==> src/hw/rtl/sktab_pkg.sv <==
// shared types and codes for the sorted key table
package sktab_pkg;

  localparam logic KIND_INSERT = 1'b0;
  localparam logic KIND_FIND   = 1'b1;

  localparam logic [2:0] ST_INSERTED  = 3'd0;
  localparam logic [2:0] ST_DUPLICATE = 3'd1;
  localparam logic [2:0] ST_FULL      = 3'd2;
  localparam logic [2:0] ST_FOUND     = 3'd3;
  localparam logic [2:0] ST_NOT_FOUND = 3'd4;

  typedef struct packed {
    logic        kind;
    logic [15:0] entry_key;
    logic [7:0]  entry_handle;
  } item_t;

  typedef struct packed {
    logic [2:0] status;
    logic [7:0] found_handle;
    logic [3:0] position;
  } result_t;

  typedef struct packed {
    logic [15:0] key;
    logic [7:0]  handle;
  } entry_t;

  typedef struct packed {
    logic       load;
    logic       rd_search;
    logic       rd_shift;
    logic       idx_inc;
    logic       ptr_init;
    logic       shift_wr;
    logic       ins_wr;
    logic       emit;
    logic [2:0] code;
  } cmd_t;

  typedef struct packed {
    logic is_find;
    logic idx_lt_count;
    logic key_lt;
    logic key_eq;
    logic full;
    logic ptr_gt_idx;
  } stat_t;

endpackage

==> src/hw/rtl/sktab_ctrl.sv <==
// controller state machine for the sorted key table
module sktab_ctrl (
  input  logic              clk,
  input  logic              rst,
  input  logic              start,
  output logic              busy,
  input  sktab_pkg::stat_t  stat,
  output sktab_pkg::cmd_t   cmd
);

  localparam logic [2:0] S_IDLE     = 3'd0;
  localparam logic [2:0] S_SRCH_RD  = 3'd1;
  localparam logic [2:0] S_SRCH_CMP = 3'd2;
  localparam logic [2:0] S_SHIFT_RD = 3'd3;
  localparam logic [2:0] S_SHIFT_WR = 3'd4;
  localparam logic [2:0] S_WRITE    = 3'd5;

  logic [2:0] state;
  logic [2:0] state_next;
  logic       decide;
  logic       hit;

  assign busy = (state != S_IDLE);

  always_ff @(posedge clk) begin
    if (rst) begin
      state <= S_IDLE;
    end else begin
      state <= state_next;
    end
  end

  always_comb begin
    cmd        = '0;
    cmd.code   = sktab_pkg::ST_INSERTED;
    state_next = state;
    decide     = 1'b0;
    hit        = 1'b0;
    unique case (state)
      S_IDLE: begin
        if (start) begin
          cmd.load   = 1'b1;
          state_next = S_SRCH_RD;
        end
      end
      S_SRCH_RD: begin
        if (stat.idx_lt_count) begin
          cmd.rd_search = 1'b1;
          state_next    = S_SRCH_CMP;
        end else begin
          decide = 1'b1;
        end
      end
      S_SRCH_CMP: begin
        if (stat.key_lt) begin
          cmd.idx_inc = 1'b1;
          state_next  = S_SRCH_RD;
        end else begin
          decide = 1'b1;
          hit    = stat.key_eq;
        end
      end
      S_SHIFT_RD: begin
        if (stat.ptr_gt_idx) begin
          cmd.rd_shift = 1'b1;
          state_next   = S_SHIFT_WR;
        end else begin
          state_next = S_WRITE;
        end
      end
      S_SHIFT_WR: begin
        cmd.shift_wr = 1'b1;
        state_next   = S_SHIFT_RD;
      end
      S_WRITE: begin
        cmd.ins_wr = 1'b1;
        cmd.emit   = 1'b1;
        cmd.code   = sktab_pkg::ST_INSERTED;
        state_next = S_IDLE;
      end
      default: begin
        state_next = S_IDLE;
      end
    endcase

    if (decide) begin
      if (stat.is_find) begin
        cmd.emit   = 1'b1;
        cmd.code   = hit ? sktab_pkg::ST_FOUND : sktab_pkg::ST_NOT_FOUND;
        state_next = S_IDLE;
      end else if (hit) begin
        cmd.emit   = 1'b1;
        cmd.code   = sktab_pkg::ST_DUPLICATE;
        state_next = S_IDLE;
      end else if (stat.full) begin
        cmd.emit   = 1'b1;
        cmd.code   = sktab_pkg::ST_FULL;
        state_next = S_IDLE;
      end else begin
        cmd.ptr_init = 1'b1;
        state_next   = S_SHIFT_RD;
      end
    end
  end

endmodule

==> src/hw/rtl/sktab_dpath.sv <==
// datapath of the sorted key table: entry memory, counters and result register
module sktab_dpath #(
  parameter int TABLE_DEPTH = 16
) (
  input  logic                clk,
  input  logic                rst,
  input  sktab_pkg::item_t    item,
  input  sktab_pkg::cmd_t     cmd,
  output sktab_pkg::stat_t    stat,
  output logic                done,
  output sktab_pkg::result_t  result
);

  localparam int AW = (TABLE_DEPTH > 1) ? $clog2(TABLE_DEPTH) : 1;
  localparam int CW = $clog2(TABLE_DEPTH + 1);

  sktab_pkg::entry_t mem [TABLE_DEPTH];
  sktab_pkg::entry_t rdata;
  sktab_pkg::item_t  cur;
  logic [CW-1:0]     idx;
  logic [CW-1:0]     ptr;
  logic [CW-1:0]     ptr_m1;
  logic [CW-1:0]     count;
  logic [CW+3:0]     idx_wide;
  logic [AW-1:0]     rd_addr;

  assign ptr_m1   = ptr - CW'(1);
  assign idx_wide = {4'b0000, idx};
  assign rd_addr  = cmd.rd_shift ? ptr_m1[AW-1:0] : idx[AW-1:0];

  assign stat.is_find      = (cur.kind == sktab_pkg::KIND_FIND);
  assign stat.idx_lt_count = (idx < count);
  assign stat.key_lt       = (rdata.key < cur.entry_key);
  assign stat.key_eq       = (rdata.key == cur.entry_key);
  assign stat.full         = (count == CW'(TABLE_DEPTH));
  assign stat.ptr_gt_idx   = (ptr > idx);

  // entry memory
  always_ff @(posedge clk) begin
    if (cmd.rd_search || cmd.rd_shift) begin
      rdata <= mem[rd_addr];
    end
    if (cmd.shift_wr) begin
      mem[ptr[AW-1:0]] <= rdata;
    end else if (cmd.ins_wr) begin
      mem[idx[AW-1:0]] <= '{key: cur.entry_key, handle: cur.entry_handle};
    end
  end

  always_ff @(posedge clk) begin
    if (cmd.load) begin
      cur <= item;
    end
    if (cmd.load) begin
      idx <= '0;
    end else if (cmd.idx_inc) begin
      idx <= idx + CW'(1);
    end
    if (cmd.ptr_init) begin
      ptr <= count;
    end else if (cmd.shift_wr) begin
      ptr <= ptr_m1;
    end
  end

  always_ff @(posedge clk) begin
    if (rst) begin
      count <= '0;
      done  <= 1'b0;
    end else begin
      done <= cmd.emit;
      if (cmd.ins_wr) begin
        count <= count + CW'(1);
      end
    end
  end

  always_ff @(posedge clk) begin
    if (cmd.emit) begin
      result.status       <= cmd.code;
      result.found_handle <= (cmd.code == sktab_pkg::ST_FOUND) ? rdata.handle : 8'd0;
      result.position     <= (cmd.code == sktab_pkg::ST_FOUND ||
                              cmd.code == sktab_pkg::ST_INSERTED) ? idx_wide[3:0] : 4'd0;
    end
  end

endmodule

==> src/hw/rtl/sorted_key_table_top.sv <==
// top level of the sorted key table
//
// keeps up to TABLE_DEPTH entries (16-bit key, 8-bit handle) in ascending key order
// command channel: an item (kind, entry_key, entry_handle) is taken at a clock
// edge with start high and busy low; busy stays high until the result is issued
// result channel: done is high for exactly one cycle with status, found_handle
// and position on result; the receiver takes it in that cycle and cannot stall
// search: entries are read one at a time through the registered memory read port,
// each in a read state (SRCH_RD) and a compare state (SRCH_CMP); an insert then
// moves each larger entry up by one (SHIFT_RD, SHIFT_WR), then makes a final
// check (SHIFT_RD) and writes the new entry (WRITE)
// a new command may be given in the cycle that done is high
// reset clears the entry count and the controller; the memory keeps its
// contents but nothing beyond the count is ever read
module sorted_key_table_top #(
  parameter int TABLE_DEPTH = 16
) (
  input  logic                clk,
  input  logic                rst,
  input  logic                start,
  output logic                busy,
  input  sktab_pkg::item_t    item,
  output logic                done,
  output sktab_pkg::result_t  result
);

  sktab_pkg::cmd_t  cmd;
  sktab_pkg::stat_t stat;

  sktab_ctrl u_ctrl (
    .clk   (clk),
    .rst   (rst),
    .start (start),
    .busy  (busy),
    .stat  (stat),
    .cmd   (cmd)
  );

  sktab_dpath #(
    .TABLE_DEPTH (TABLE_DEPTH)
  ) u_dpath (
    .clk    (clk),
    .rst    (rst),
    .item   (item),
    .cmd    (cmd),
    .stat   (stat),
    .done   (done),
    .result (result)
  );

endmodule

==> config.mk <==
export PLATFORM = sky130hd
export DESIGN_NAME = sorted_key_table_top
export DESIGN_NICKNAME = d
export VERILOG_FILES = /design/src/hw/rtl/sktab_pkg.sv /design/src/hw/rtl/sktab_ctrl.sv /design/src/hw/rtl/sktab_dpath.sv /design/src/hw/rtl/sorted_key_table_top.sv
export SDC_FILE = /design/constraint.sdc
export NUM_CORES = 1
export LEC_CHECK = 0
export ABC_AREA = 1
export BUFFER_PORTS_ARGS = -buffer_cell sky130_fd_sc_hd__buf_2
export CORE_ASPECT_RATIO = 1.75
export CORE_MARGIN = 4
export CORE_UTILIZATION = 23
export CTS_CLUSTER_DIAMETER = 200
export DETAILED_ROUTE_END_ITERATION = 12
export GPL_ROUTABILITY_DRIVEN = 1
export HOLD_SLACK_MARGIN = 0.05
export SLEW_MARGIN = 20
export SYNTH_ARGS = -nofsm -noshare
export SYNTH_HDL_FRONTEND = slang
export SYNTH_SLANG_ARGS = --single-unit
==> constraint.sdc <==
create_clock -name clk -period 3.4 [get_ports clk]
set_input_delay 0.68 -clock clk [delete_from_list [all_inputs] [get_ports clk]]
set_output_delay 0.68 -clock clk [all_outputs]
set_load 0.01 [all_outputs]
# Yosys cells after proc, flatten, opt, wreduce, memory -nomap -nowiden
# Memories as Yosys holds them, arrays and structs flattened. A register that Yosys moved wholly into a read port is not among the register bits.
# Cells that the tools add are included.
[op_classes]
addsub = 3
order_cmp = 3
eq_ne = 11
mux = 44
n_reduce_logical = 8
[op_table]
columns = ["operator", "count"]
rows = [
  ["1-bit 2-to-1 mux", 24],
  ["24-bit 2-to-1 mux", 1],
  ["4-bit 2-to-1 mux", 6],
  ["24-bit OR reduction", 1],
  ["3-bit 2-to-1 mux", 7],
  ["16-bit == test", 1],
  ["16-bit less-than comparator", 1],
  ["5-bit 2-to-1 mux", 3],
  ["3-bit one-hot mux with 5 select lines", 1],
  ["5-bit by 1-bit adder with 5-bit output (second input constant)", 2],
  ["3-bit by 2-bit == test with 1-bit output (second input constant)", 3],
  ["3-bit by 2-bit != test with 1-bit output (second input constant)", 3],
  ["3-bit == test (second input constant)", 2],
  ["3-bit logical NOT", 2],
  ["5-bit == test (second input constant)", 1],
  ["5-bit greater-than comparator", 1],
  ["5-bit less-than comparator", 1],
  ["5-bit by 1-bit subtractor with 5-bit output (second input constant)", 1],
  ["3-bit by 1-bit == test with 1-bit output (second input constant)", 1],
  ["3-bit AND reduction", 1],
  ["3-bit nonzero test", 1],
  ["1-bit logical OR", 2],
  ["2-bit 2-to-1 mux", 1],
  ["1-bit one-hot mux with 2 select lines", 1],
  ["2-bit nonzero test", 1],
]
[word_totals]
register_bits = 59
ramBits = 384
output_inout_bits = 17
mem_count = 1
[memory_table]
columns = ["memory", "words", "width", "rd", "rd_ports_with_merged_regs", "write_ports", "line_no", "text"]
rows = [
  ["u_dpath.mem", 16, 24, 1, 1, 1, "sktab_dpath.sv:17", "sktab_pkg::entry_t mem [TABLE_DEPTH];"],
]

# Longest topological paths before layout
# Gate-level depths: netlist of run 1.
[logic_depth]
ltp_word = 8
depth_mapped = 16
ltp_nobuf = 15

# By module
# Synthesis of run 1 repeated with hierarchy kept, for this count alone.
[unflattened]
hier_cells = 2016
hier_area_um2 = 20976.4
[by_module_without_submodules]
columns = ["mod", "instances", "cells_each", "area_per_inst_um2", "seq_area_each_um2"]
rows = [
  ["sktab_dpath", 1, 1965, 20686.1, 13823.3],
  ["sktab_ctrl", 1, 51, 290.3, 60.1],
]

# Worst setup path before layout of run 1
# No wires, ideal clock.
[synth_path]
kind = "register -> register"
startpoint = "reg u_dpath.count[3]"
endpoint = "reg, netlist name u_dpath.rdata[0]"
setup_ps = 438
arrival_time_ps = 2725
slack_ps = 236
stages_incl_launch_ff = 8
synth_period_minus_slack_ps = 3164
cell_sequence = "dfxtp_1 > inv_1 > ha_1 > nand2_1 > nor2_1 > o21ai_0 > o211ai_1 > o21ai_0"
[synth_via]
elab_chain_cells = 4
[synth_lines]
columns = ["item", "line_no", "text"]
rows = [
  ["start, declared", "sktab_dpath.sv:23", "logic [CW-1:0] count;"],
  ["start signal, assigned", "sktab_dpath.sv:73", "count <= count + CW'(1);"],
  ["5-bit less-than comparator", "sktab_dpath.sv:32", "assign stat.idx_lt_count = (idx < count);"],
  ["1-bit 2-to-1 mux", "sktab_ctrl.sv:47", "if (stat.idx_lt_count) begin"],
  ["1-bit 2-to-1 mux", "sktab_ctrl.sv:39", "unique case (state)"],
  ["1-bit logical OR", "sktab_dpath.sv:40", "if (cmd.rd_search || cmd.rd_shift) begin"],
]
# Every way passes these cells.
# A chain may end at the register's enable or synchronous reset.

# Worst setup path after layout of run 1
[layout_path]
startpoint = "reg u_dpath.idx[3]"
endpoint = "reg, netlist name u_dpath.rdata[21]"
[layout_via]
elab_chain_cells = 4
elab_cells_between_ends = 8
classes_between = "order compare (2); mux (5); reduce/logical (1)"
[layout_lines]
columns = ["item", "line_no", "text"]
rows = [
  ["start, declared", "sktab_dpath.sv:20", "logic [CW-1:0] idx;"],
  ["start signal, assigned", "sktab_dpath.sv:57", "idx <= idx + CW'(1);"],
  ["5-bit greater-than comparator / 5-bit less-than comparator (equally long branches)", "sktab_dpath.sv:36, sktab_dpath.sv:32", ""],
  ["1-bit 2-to-1 mux, on equally long branches", "sktab_ctrl.sv:64, sktab_ctrl.sv:47", ""],
  ["1-bit 2-to-1 mux", "sktab_ctrl.sv:39", ""],
  ["4-bit 2-to-1 mux / 1-bit logical OR (equally long branches)", "sktab_dpath.sv:29, sktab_dpath.sv:40", ""],
]
# Parallel ways exist; a longest one is shown, timed or not.

==> impl_results.md, run 1 <==
* Status: complete, no violations
* Most frequent cells after synthesis: 453 x edfxtp_1, 396 x nand3_1, 373 x inv_1, 373 x nand2_1, 74 x nand3b_1
* Drt drc at 0
* CP arrival at 3.33 ns
* Nets@finish at 2081
* DIE HEIGHT at 405.4 um
* Clock tree buffer depth at 3
* Top-count cell post-synth: edfxtp_1
* Postcts setup bufs at 0
* Top post-synthesis cells by area: edfxtp_1 66%, nand3_1 9.5%, inv_1 6.7%
* Core box area at 0.08944 mm2
* Seq/Total Area, Yosys at 66.88%
* Initial Utilization at 23.21%
* Slowest stage cell, crit path: buf_4
* WL final at 55680 um
* Fill cells at 9217
* Reg2reg setup slack at 0.39 ns
* Slew Limit Headroom at 54.77%
* Chip width at 235.1 um
* Detailed Route Iter0 Violations at 987
* Drt wl/cell at 17.24 um
* Syn Nets at 2007
* Root Buffer: clkbuf_16
* Fin crit period at 3.011 ns
* Buf+Inv Stages, Crit Path at 2
* Hold path cells at 1
* # hold bufs at CTS at 0
* Worst-path fanout max at 35
* Final setup fails at 0
* CTS tree: yes
* First-pass GRT wire length at 83210 um
* Top cell type by total area after synthesis: edfxtp_1
* # H-tree levels at 2
* Crit-path cells: inv_1, ha_1, nand2_1, nor2_1, nand2_1, nand3_1, nand3_4, nand2_2, nand2_4, buf_4, nand2_1, nand3_1, nand3_1, nand3_1, nand2_1
* Clock latency on the worst-skew pair at 0.56 ns
* Hpwl dp at 32740 um
* Setup slack after layout at 0.3888 ns
* Post-cts sizing count at 0
* Largest net degree at the start of global routing at 87
* Row count at 145
* Synth Register Bits at 467
* Initial antenna violation count at 0
* Final period util at 88.56%
* Achievable clock frequency at 332.1 MHz
* Maxcap violations at 0
* Synth-to-layout area growth at 16.97%
* Length in cells of the worst reg-to-reg path at 15
* Largest delay share family, worst path: simple AND/OR/NAND/NOR gates
* Leakage at 0.009613 uW
* Port buffer count at 44
* Mapped cell area at 0.02076 mm2
* EDFF count, synth at 453
* Unique masters post-synth at 31
* Slew at the pin closest to its max-slew limit at 0.6743 ns
* PwrDens at 592.5 mW/mm2
* Clock Skew at 0.01857 ns
* Vias in the first global route at 13640
* # IOs at 45
* Startpoint types: flip-flop
* Syn Area/Cell at 10.64 um2
* Global-route usage over all layers at 11.32%
* Slowest stage delay, CP at 0.41 ns
* Tot Pwr at 14390 uW
* Worst path depth at 15
* Total Negative Setup Slacks at 0 ns
* CTS buffer count at 39
* RSZ-0062 raised after global routing: no
* Dpl ws at 0.3738 ns
* Clock slew at reported path FFs at 0.07 ns
* DR vias at 13890
* Layout cell share with drive strength beyond 1 at 10.47%
* Post-synth top area share at 65.53%
* GR Overflow Total at 0
* Remaining antenna violation count at 0
* Sequential cell area at 0.01388 mm2
* Antenna Cells at 0
* HP Class: primary input to flip-flop
* Synth Flop Type: edfxtp_1
* Die area at 0.09531 mm2
* Async set or reset register ratio after synthesis at 0%
* Max-slew violation count at 0
* Setup Crit Path Kind: flip-flop to flip-flop
* Drt pass-1 iters at 5
* Via-to-Cell Ratio at 4.301
* Critical path data required time at 3.72 ns
* RePlAce Congestion at 0.8428
* VDD IR max at 346.6 uV
* Multi-input combinational cell area at 0.005235 mm2
* Num Clock Sinks at 467
* Final Hold Fails at 0
* CP Capture Type: flip-flop
* Yosys warns at 0
* Cells after synthesis at 1950
sequential cells by signal (all words and copies together), names as in the netlist:
name	flops
u_dpath.count	5
u_dpath.idx	5
u_dpath.done	1
u_ctrl.state	3
u_dpath.rdata	24
u_dpath.mem	384
u_dpath.stat	1
u_dpath.result	15
u_dpath.cur	24
u_dpath.ptr	5
cells in the final DEF, fill, tap and decap left out, drive strengths merged, types with 6 or more instances in the layout:
| cell type | count |
|---|---|
| clkbuf | 47 |
| nor3 | 6 |
| nand3 | 397 |
| edfxtp | 453 |
| dfxtp | 14 |
| inv | 377 |
| nand2 | 376 |
| o21ai | 47 |
| clkinv | 18 |
| ha | 29 |
| nand3b | 74 |
| nor2 | 39 |
| buf | 126 |
| a21oi | 26 |
metrics by stage:
stage | utilization (%) | instances | instance area [um2] | hold WS [ns]
2_1_floorplan | - | 1950 | 20760 | 0.4522
3_3_place_gp | 25.80 | 3159 | 23080 | 0.4803
3_5_place_dp | 25.80 | 3159 | 23080 | 0.4905
4_1_cts | 27.15 | 3230 | 24280 | 0.2682
5_1_grt | 27.15 | 3230 | 24280 | 0.2835
6_report | 27.15 | 3230 | 24280 | 0.2929
final timing paths:
kind / to / startpoint
max: u_dpath.rdata[21]$_DFFE_PP_ / u_dpath.idx[3]$_SDFFE_PP0P_
min: u_dpath.cur[7]$_DFFE_PP_ / item[7]
min reg2reg: u_dpath.count[3]$_SDFFE_PP0P_ / u_dpath.count[3]$_SDFFE_PP0P_
max reg2reg: u_dpath.rdata[21]$_DFFE_PP_ / u_dpath.idx[3]$_SDFFE_PP0P_
cell type report:
type / count / share of cell area (%)
flip-flops and latches: 467 / 57.18
well taps: 1176 / 6.060
inverters: 377 / 5.828
clock inverters: 24 / 0.6338
clock buffers: 47 / 4.318
multi-input cells: 1013 / 21.56
repair buffers: 126 / 4.421
report_power, final:
part	switching [uW]	internal [uW]	total (uW)
Sequential	75.6	6630	6710
Combinational	2270	1020	3290
Clock	2090	2290	4390
Total	4440	9940	14400
kinds of logic (layout without fill, tap and decap cells):
| group | count (synthesis) | after routing | share of synthesized area [%] |
|---|---|---|---|
| buffers and inverters | 470 | 574 | 8.794 |
| adders and majority gates | 29 | 29 | 1.748 |
| DFF | 467 | 467 | 66.88 |
| xor gates and xnor gates | 4 | 4 | 0.1688 |
| and+or+nand+nor | 900 | 900 | 20.33 |
| AOI/OAI and AO/OA | 80 | 80 | 2.073 |
per-layer routing:
metal  global-route usage (%)  wire length (um)  share of wire [%]  vias to the layer above
met5                        0                 0                  0                        -
met4                    6.347              3194                5.7                        0
met3                    1.141              2291                4.1                      143
met2                    21.85             29980                 54                      385
met1                    11.91             20220                 36                     6728
li1                         -                 -                  -                     6636
(Power assumes the default switching activity.)
==> run 2: changes to the inputs <==
--- a/config.mk
+++ b/config.mk
@@ -17,4 +17,5 @@
 export SLEW_MARGIN = 20
 export SYNTH_ARGS = -nofsm -noshare
 export SYNTH_HDL_FRONTEND = slang
+export SYNTH_HIERARCHICAL = 1
 export SYNTH_SLANG_ARGS = --single-unit
==> run 2 against run 1 <==
Effect of this change: power is 2.8% higher; maximum frequency is 3.8% lower; sequential cell count stayed put; clock skew is 0.018 ns higher; combinational power increased by 7.3%; die area up 1.0%; global-route usage grew 0.23 points; critical path depth fell by 1; synthesized area is 1.1% higher; non-clock buffer count rose by 2; first-iteration DRC count up 6.4%; largest power group unchanged; highest routed layer unchanged.
==> impl_results.md, run 2 <==
* Max FFs per register at 384 (unchanged)
* Leakage at 0.01006 uW (was 0.009613 uW)
* Hpwl dp at 33680 um (was 32740 um)
* Seq/Total Area, Yosys at 66.19% (was 66.88%)
* Layout Cell Area excl Fill at 0.02454 mm2 (was 0.02428 mm2)
* Clock Skew at 0.03671 ns (was 0.01857 ns)
* R2r endpoint: u_dpath/rdata[18]$_DFFE_PP_ (was u_dpath.rdata[21]$_DFFE_PP_)
* Met1 Track Usage GR at 12.23% (was 11.91%)
* Worst-path fanout max at 64 (was 35)
* CP Capture Type: flip-flop (unchanged)
* Most used routing layer: met2 (unchanged)
* Remaining antenna violation count at 0 (unchanged)
* PwrDens at 602.5 mW/mm2 (was 592.5 mW/mm2)
* Synth Flop Type: edfxtp_1 (unchanged)
* Slowest stage cell, crit path: buf_4 (unchanged)
* Most frequent cells after synthesis: 453 x edfxtp_1, 446 x nand3_1, 423 x inv_1 (was 453 x edfxtp_1, 396 x nand3_1, 373 x inv_1, 373 x nand2_1, 74 x nand3b_1)
* Chip width at 236.3 um (was 235.1 um)
* Status: complete, no violations (unchanged)
* Drt pass-1 iters at 6 (was 5)
* Async set or reset register ratio after synthesis at 0% (unchanged)
* # hold bufs at CTS at 0 (unchanged)
* HP Class: primary input to flip-flop (unchanged)
* Most common cell after layout, fill and taps aside: edfxtp_1 (unchanged)
* Global-route usage over all layers at 11.55% (was 11.32%)
* RePlAce Congestion at 0.8130 (was 0.8428)
* DIE HEIGHT at 407.5 um (was 405.4 um)
* EDFF count, synth at 453 (unchanged)
* Row count at 146 (was 145)
* Fill cells at 9405 (was 9217)
* Final setup fails at 0 (unchanged)
* Die area at 0.09629 mm2 (was 0.09531 mm2)
* Slew Limit Headroom at 40.48% (was 54.77%)
* Detailed Route Iter0 Violations at 1050 (was 987)
* Largest net degree at the start of global routing at 97 (was 87)
* Fin crit period at 3.130 ns (was 3.011 ns)
* Synth Register Bits at 467 (unchanged)
* Worst Hold End: u_dpath/cur[4]$_DFFE_PP_ (was u_dpath.cur[7]$_DFFE_PP_)
* Drt drc at 0 (unchanged)
* Commonest cells after routing, fill and taps aside: 453 x edfxtp_1, 446 x nand3_1, 422 x inv_1 (was 453 x edfxtp_1, 396 x nand3_1, 373 x inv_1)
* Worst path depth at 14 (was 15)
* Clock latency on the worst-skew pair at 0.57 ns (was 0.56 ns)
* Setup Crit Path Kind: flip-flop to flip-flop (unchanged)
* Critical path data required time at 3.83 ns (was 3.72 ns)
* Maxcap violations at 0 (unchanged)
* Clock slew at reported path FFs at 0.07 ns (about the same)
* Met2 Usage GRT at 22.56% (was 21.85%)
* Reg2reg setup slack at 0.27 ns (was 0.39 ns)
* Yosys warns at 6 (was 0)
* Top cell type by total area after synthesis: edfxtp_1 (unchanged)
* Largest delay share family, worst path: buffers and inverters (was simple AND/OR/NAND/NOR gates)
* Cells after synthesis at 2016 (was 1950)
* Post-synth top area share at 64.85% (was 65.53%)
* Grt met3 use at 1.332% (was 1.141%)
* Achievable clock frequency at 319.5 MHz (was 332.1 MHz)
* CP arrival at 3.56 ns (was 3.33 ns)
* Num Clock Sinks at 467 (unchanged)
* RSZ-0062 raised after global routing: no (unchanged)
* Drt wl/cell at 17.20 um (was 17.24 um)
* Worst hold start: item[4] (was item[7])
* Max-slew violation count at 0 (unchanged)
* Total Negative Setup Slacks at 0 ns (unchanged)
* CTS buffer count at 41 (was 39)
* CP dominant cell by count: nand3_1
* GR Overflow Total at 0 (unchanged)
* Syn Area/Cell at 10.40 um2 (was 10.64 um2)
* First-pass GRT wire length at 85900 um (was 83210 um)
* # IOs at 45 (unchanged)
* # H-tree levels at 2 (unchanged)
* Slew at the pin closest to its max-slew limit at 0.8928 ns (was 0.6743 ns)
* Nets@finish at 2148 (was 2081)
* Crit-path cells: ha_1, nand2_1, nor3_1, a2bb2oi_1, inv_1, nor2_1, buf_4, o21ai_4, clkinv_2, buf_4, nand3_1, nand3_1, nand3_1, nand2_1 (was inv_1, ha_1, nand2_1, nor2_1, nand2_1, nand3_1, nand3_4, nand2_2, nand2_4, buf_4, nand2_1, nand3_1, nand3_1, nand3_1, nand2_1)
* Final core area utilization at 27.14% (was 27.15%)
* Final Hold Fails at 0 (unchanged)
* Top-count cell post-synth: edfxtp_1 (unchanged)
* Length in cells of the worst reg-to-reg path at 14 (was 15)
* Post-DP Area at 0.02326 mm2 (was 0.02308 mm2)
* Initial antenna violation count at 1 (was 0)
* Slowest stage delay, CP at 0.65 ns (was 0.41 ns)
* Via-to-Cell Ratio at 4.301 (about the same)
* Worst flop-to-flop path startpoint: u_dpath/ptr[3]$_DFFE_PP_ (was u_dpath.idx[3]$_SDFFE_PP0P_)
* Initial Utilization at 23.20% (was 23.21%)
* Mapped cell area at 0.02098 mm2 (was 0.02076 mm2)
* Hold path cells at 1 (unchanged)
* Top post-synthesis cells by area: edfxtp_1 65%, nand3_1 11%, inv_1 7.6% (was edfxtp_1 66%, nand3_1 9.5%, inv_1 6.7%)
* Core box area at 0.09042 mm2 (was 0.08944 mm2)
* Buf+Inv Stages, Crit Path at 4 (was 2)
* Root Buffer: clkbuf_16 (unchanged)
* Final period util at 92.05% (was 88.56%)
* WL final at 56830 um (was 55680 um)
* Unique masters post-synth at 36 (was 31)
* Layout cell share with drive strength beyond 1 at 10.76% (was 10.47%)
* Startpoint types: flip-flop (unchanged)
* Port buffer count at 44 (unchanged)
* DR vias at 14210 (was 13890)
* CTS tree: yes (unchanged)
* VDD IR max at 362.5 uV (was 346.6 uV)
* Clock tree buffer depth at 3 (unchanged)
* Syn Nets at 2073 (was 2007)
* Synth-to-layout area growth at 16.98% (was 16.97%)
* Vias in the first global route at 14210 (was 13640)
-- run 2: cell count changes after synthesis, moves of 15 or more --
cell      previous run  this run
inv_1              373       423
nand3_1            396       446
nand3b_1            74        25
nor2_1              39        65
clkbuf_1            39        19
nand2_1            373       358
o21ai_0             43        28
-- run 2: through the flow --
stage                     worst slack [ns]  power, uW  instances  hold slack, ns
after floorplan                     0.4613       9100       2016          0.4851
after global placement              0.1931      10330       3231          0.4990
after detailed placement            0.1630      10360       3232          0.5068
after CTS                           0.1369      14910       3303          0.2501
after global routing               0.03253      15490       3304          0.2536
final                               0.2702      14780       3304          0.2792
-- run 2: where the power goes --
group	internal (uW)	switching [uW]	total [uW]	leakage (uW)
registers	6610	78.5	6690	0.00421
logic	1070	2460	3530	0.00523
clock network	2460	2100	4570	0.000620
total	10100	4640	14800	0.0101
-- run 2: final cells by class --
| class | instances | area (um2) | area share (%) |
|---|---|---|---|
| flip-flops and latches | 467 | 13880 | 56.58 |
| repair buffers | 128 | 1164 | 4.742 |
| inverters | 430 | 1619 | 6.598 |
| multi-input cells | 1023 | 5129 | 20.90 |
| clock inverters | 23 | 207.7 | 0.8464 |
| clock buffers | 48 | 1052 | 4.288 |
| well taps | 1184 | 1481 | 6.037 |
| diodes | 1 | 2.502 | 0.01020 |
-- run 2: logic make-up after synthesis --
kind of cell,Yosys count,synth area share [%]
AND/OR/NAND/NOR,931,20.23
buffers and inverters,526,10.24
flip-flops,467,66.19
AO/OA/AOI/OAI,62,1.569
adder cells (fa/ha/maj),29,1.730
XOR/XNOR,1,0.04176
-- run 2: worst max-delay path by stage --
| stage | from | end | slack, ns |
|---|---|---|---|
| after global routing | u_dpath/ptr[3]$_DFFE_PP_ | u_dpath/rdata[12]$_DFFE_PP_ | 0.03 |
| after detailed placement | u_dpath/rdata[19]$_DFFE_PP_ | u_dpath/result[0]$_SDFFCE_PN0P_ | 0.16 |
| after CTS | u_dpath/rdata[19]$_DFFE_PP_ | u_dpath/result[0]$_SDFFCE_PN0P_ | 0.14 |
| after global placement | u_dpath/rdata[19]$_DFFE_PP_ | u_dpath/result[0]$_SDFFCE_PN0P_ | 0.19 |
| after floorplan | u_ctrl/state[2]$_SDFFE_PP0P_ | u_dpath/mem[12][0]$_DFFE_PP_ | 0.46 |
| final | u_dpath/ptr[3]$_DFFE_PP_ | u_dpath/rdata[18]$_DFFE_PP_ | 0.27 |
-- run 2: per-layer routing --
layer | vias to the layer above | share of wire, % | wire (um)
li1 | 6787 | - | -
met1 | 6905 | 36 | 20660
met2 | 403 | 55 | 31420
met3 | 116 | 4.1 | 2342
met4 | 0 | 4.2 | 2405
met5 | - | 0 | 0
-- run 2: what timing repair did --
action | 4_1_cts | 5_1_grt
gates resized for setup | 0 | 1
endpoints found under the hold margin | 0 | 0
buffers inserted | 0 | 0
endpoints found under the setup margin | 0 | 2
-- run 2: worst register-to-register path, cell delays in order, from the launching register on --
cell	delay [ns]
edfxtp_1	0.45
ha_1	0.31
nand2_1	0.07
nor3_1	0.17
a2bb2oi_1	0.26
inv_1	0.06
nor2_1	0.10
buf_4	0.20
o21ai_4	0.09
clkinv_2	0.05
buf_4	0.65
nand3_1	0.25
nand3_1	0.11
nand3_1	0.07
nand2_1	0.13
==> run 3: changes to the inputs <==
--- a/config.mk
+++ b/config.mk
@@ -5,7 +5,6 @@
 export SDC_FILE = /design/constraint.sdc
 export NUM_CORES = 1
 export LEC_CHECK = 0
-export ABC_AREA = 1
 export BUFFER_PORTS_ARGS = -buffer_cell sky130_fd_sc_hd__buf_2
 export CORE_ASPECT_RATIO = 1.75
 export CORE_MARGIN = 4
==> run 3 against run 2 <==
Effect of this change: worst setup slack got worse by 0.20 ns; global-route usage rose by 1.7 points; final area is 8.6% higher; clock skew shrank 0.0069 ns; critical path type unchanged; critical endpoint is now u_dpath/rdata[22]$_DFFE_PP_.
==> impl_results.md, run 3 <==
* Largest net degree at the start of global routing at 110 (was 97)
* Drt pass-1 iters at 5 (was 6)
* Remaining antenna violation count at 0 (unchanged)
* Syn Area/Cell at 12.06 um2 (was 10.40 um2)
* CP arrival at 3.63 ns (was 3.56 ns)
* Top post-synthesis cells by area: edfxtp_1 62%, nor2_1 3.2%, a211o_1 2.8% (was edfxtp_1 65%, nand3_1 11%, inv_1 7.6%)
* WL final at 70680 um (was 56830 um)
* Port buffer count at 44 (unchanged)
* EDFF count, synth at 453 (unchanged)
* Syn Nets at 1877 (was 2073)
* Main combinational cell family by area after synthesis: compound AO/OA/AOI/OAI gates (was simple AND/OR/NAND/NOR gates)
* RSZ-0062 raised after global routing: yes (was no)
* Reg2reg setup slack at 0.07 ns (was 0.27 ns)
* Worst-path fanout max at 20 (was 64)
* First-pass GRT wire length at 101500 um (was 85900 um)
* Synth-to-layout area growth at 21.34% (was 16.98%)
* Core box area at 0.09452 mm2 (was 0.09042 mm2)
* Final Hold Fails at 0 (unchanged)
* Synth Register Bits at 467 (unchanged)
* Yosys warns at 6 (unchanged)
* Max FFs per register at 384 (unchanged)
* Chip width at 241.6 um (was 236.3 um)
* Clock slew at reported path FFs at 0.07 ns (about the same)
* Global-route usage over all layers at 13.21% (was 11.55%)
* Tot Pwr at 14960 uW (was 14780 uW)
* Most common cell after layout, fill and taps aside: edfxtp_1 (unchanged)
* Hold path cells at 1 (unchanged)
* Placed cell count at 3083 (was 3232)
* Slew at the pin closest to its max-slew limit at 1.065 ns (was 0.8928 ns)
* Commonest cells after routing, fill and taps aside: 453 x edfxtp_1, 169 x nor2_1, 125 x buf_4 (was 453 x edfxtp_1, 446 x nand3_1, 422 x inv_1)
* Worst hold start: item[7] (was item[4])
* HP Class: primary input to flip-flop (unchanged)
* Status: complete, no violations (unchanged)
* Layout cell share with drive strength beyond 1 at 19.61% (was 10.76%)
* Vias in the first global route at 15600 (was 14210)
* Max-slew violation count at 0 (unchanged)
* Worst hold margin at 0.2871 ns (was 0.2792 ns)
* Maxcap violations at 0 (unchanged)
* GR Overflow Total at 0 (unchanged)
* # hold bufs at CTS at 0 (unchanged)
* Startpoint types: flip-flop (unchanged)
* Mapped cell area at 0.02196 mm2 (was 0.02098 mm2)
* Clock latency on the worst-skew pair at 0.58 ns (was 0.57 ns)
* Via-to-Cell Ratio at 5.024 (was 4.301)
* Most frequent cells after synthesis: 453 x edfxtp_1, 190 x nor2_1, 118 x a21oi_1 (was 453 x edfxtp_1, 446 x nand3_1, 423 x inv_1)
* Num Clock Sinks at 467 (unchanged)
* Fill cells at 9512 (was 9405)
* Drt wl/cell at 22.32 um (was 17.20 um)
* Synth Area in Simple Gates at 10.96% (was 20.23%)
* Drt drc at 0 (unchanged)
* Top-count cell post-synth: edfxtp_1 (unchanged)
* Post-synthesis compound-gate area fraction at 18.60% (was 1.569%)
* Multiplexer share of the synthesized area at 0.7921% (was 0%)
* DR vias at 15910 (was 14210)
* Final setup fails at 0 (unchanged)
* Root Buffer: clkbuf_16 (unchanged)
* Finished Layout Cells at 3166 (was 3304)
* CP Capture Type: flip-flop (unchanged)
* CTS buffer count at 39 (was 41)
* RePlAce Congestion at 0.7858 (was 0.8130)
* Achievable clock frequency at 300.7 MHz (was 319.5 MHz)
* Antenna Cells at 0 (was 1)
* Sequential cell area at 0.01389 mm2 (was 0.01388 mm2)
* Async set or reset register ratio after synthesis at 0% (unchanged)
* Length in cells of the worst reg-to-reg path at 14 (unchanged)
* Seq/Total Area, Yosys at 63.23% (was 66.19%)
* Worst flop-to-flop path startpoint: u_dpath/ptr[1]$_DFFE_PP_ (was u_dpath/ptr[3]$_DFFE_PP_)
* Multi-input combinational cell area at 0.007610 mm2 (was 0.005129 mm2)
* Cells after synthesis at 1820 (was 2016)
* PwrDens at 561.7 mW/mm2 (was 602.5 mW/mm2)
* Unique masters post-synth at 65 (was 36)
* Top cell type by total area after synthesis: edfxtp_1 (unchanged)
* Die area at 0.1007 mm2 (was 0.09629 mm2)
* Synth Flop Type: edfxtp_1 (unchanged)
* Nets@finish at 1986 (was 2148)
* Setup Crit Path Kind: flip-flop to flip-flop (unchanged)
* # IOs at 45 (unchanged)
* Critical path data required time at 3.70 ns (was 3.83 ns)
* Synth Area in Adders at 1.653% (was 1.730%)
* R2r endpoint: u_dpath/rdata[22]$_DFFE_PP_ (was u_dpath/rdata[18]$_DFFE_PP_)
* Worst Hold End: u_dpath/cur[7]$_DFFE_PP_ (was u_dpath/cur[4]$_DFFE_PP_)
* VDD IR max at 301.0 uV (was 362.5 uV)
* Post-synth top area share at 61.96% (was 64.85%)
* Final period util at 97.82% (was 92.05%)
* Row count at 149 (was 146)
* Initial Utilization at 23.23% (was 23.20%)
* Fin crit period at 3.326 ns (was 3.130 ns)
* Leakage at 0.008836 uW (was 0.01006 uW)
* Initial antenna violation count at 2 (was 1)
* Hpwl dp at 41330 um (was 33680 um)
* DIE HEIGHT at 416.7 um (was 407.5 um)
* Slew Limit Headroom at 28.64% (was 40.48%)
* Clock Skew at 0.02977 ns (was 0.03671 ns)
* CTS tree: yes (unchanged)
* Detailed Route Iter0 Violations at 1355 (was 1050)
* Post-synthesis xor/xnor area fraction at 0.4787% (was 0.04175%)
* Clock tree buffer depth at 3 (unchanged)
* # H-tree levels at 2 (unchanged)
-- run 3: cell types whose count changed after synthesis, moves of 79 or more --
cell	change
clkbuf_1	+85
inv_1	-348
a21oi_1	+92
nand2_1	-334
nor2_1	+125
nor2b_1	+79
nand3_1	-446
-- run 3: metal layers --
layer	routed length (um)	global-route usage [%]	vias up
li1	-	-	7150
met1	25150	14.16	7938
met2	37760	25.55	631
met3	3862	1.311	188
met4	3907	6.724	0
met5	0	0	-
-- run 3: through the flow --
step / utilization (%) / TNS [ns] / area, um2 / setup slack (ns)
detailed placement: 26.24 / -14.06 / 24800 / -0.8736
floorplan: - / -0.01334 / 21990 / -0.01334
CTS: 27.77 / -0.00007772 / 26250 / -0.00007772
global route: 28.19 / -0.2223 / 26640 / -0.03403
finish: 28.19 / 0 / 26640 / 0.07416
global placement: 26.24 / -14.43 / 24800 / -0.8805
-- run 3: critical path, cell delays in order, from the launching register on --
cell and delay [ns]:
edfxtp_1 0.45, ha_4 0.30, nor2b_1 0.12, o21a_1 0.11, o21a_1 0.12, o21ai_2 0.05
a22oi_2 0.21, and3_4 0.31, buf_16 0.20, nor2b_2 0.07, buf_4 0.22, a2bb2oi_2 0.19
o221ai_1 0.15, a32o_1 0.25, mux2_2 0.29
-- run 3: report_power, final --
part | leakage [uW] | switching (uW) | internal (uW)
clock | 0.000637 | 2180 | 2670
combinational | 0.00399 | 2210 | 1350
sequential | 0.00421 | 63.3 | 6490
total | 0.00884 | 4460 | 10500
-- run 3: repair_timing --
action,CTS,global route
gates resized for setup,14,37
pin swaps,1,14
buffers inserted,1,9
gates cloned,0,4
setup endpoints to repair,47,31
-- run 3: kinds of logic (layout without fill, tap and decap cells) --
family / count (synthesis) / count (layout)
compound gates: 602 / 602
flops: 467 / 467
buf+inv: 222 / 359
mux: 16 / 16
simple gates: 472 / 473
fa+ha+maj: 29 / 29
xor+xnor: 12 / 12
-- run 3: cell type report --
type	instances	area share, %
clock buffer	43	3.720
clock inverter	27	1.310
inverter	77	1.090
multi-input combinational	1132	28.56
sequential	467	52.14
tap	1208	5.673
timing repair buffer	212	7.500
-- run 3: worst max path at each step --
stage | start | to | depth (start not counted)
2_1_floorplan | u_dpath/idx[1]$_SDFFE_PP0P_ | u_dpath/rdata[22]$_DFFE_PP_ | 18
3_3_place_gp | u_dpath/rdata[9]$_DFFE_PP_ | u_dpath/result[5]$_SDFFCE_PN0P_ | 15
3_5_place_dp | u_dpath/rdata[9]$_DFFE_PP_ | u_dpath/result[6]$_SDFFCE_PN0P_ | 15
6_report | u_dpath/ptr[1]$_DFFE_PP_ | u_dpath/rdata[22]$_DFFE_PP_ | 14
4_1_cts | u_dpath/ptr[1]$_DFFE_PP_ | u_dpath/rdata[18]$_DFFE_PP_ | 14
5_1_grt | u_dpath/ptr[1]$_DFFE_PP_ | u_dpath/rdata[16]$_DFFE_PP_ | 14
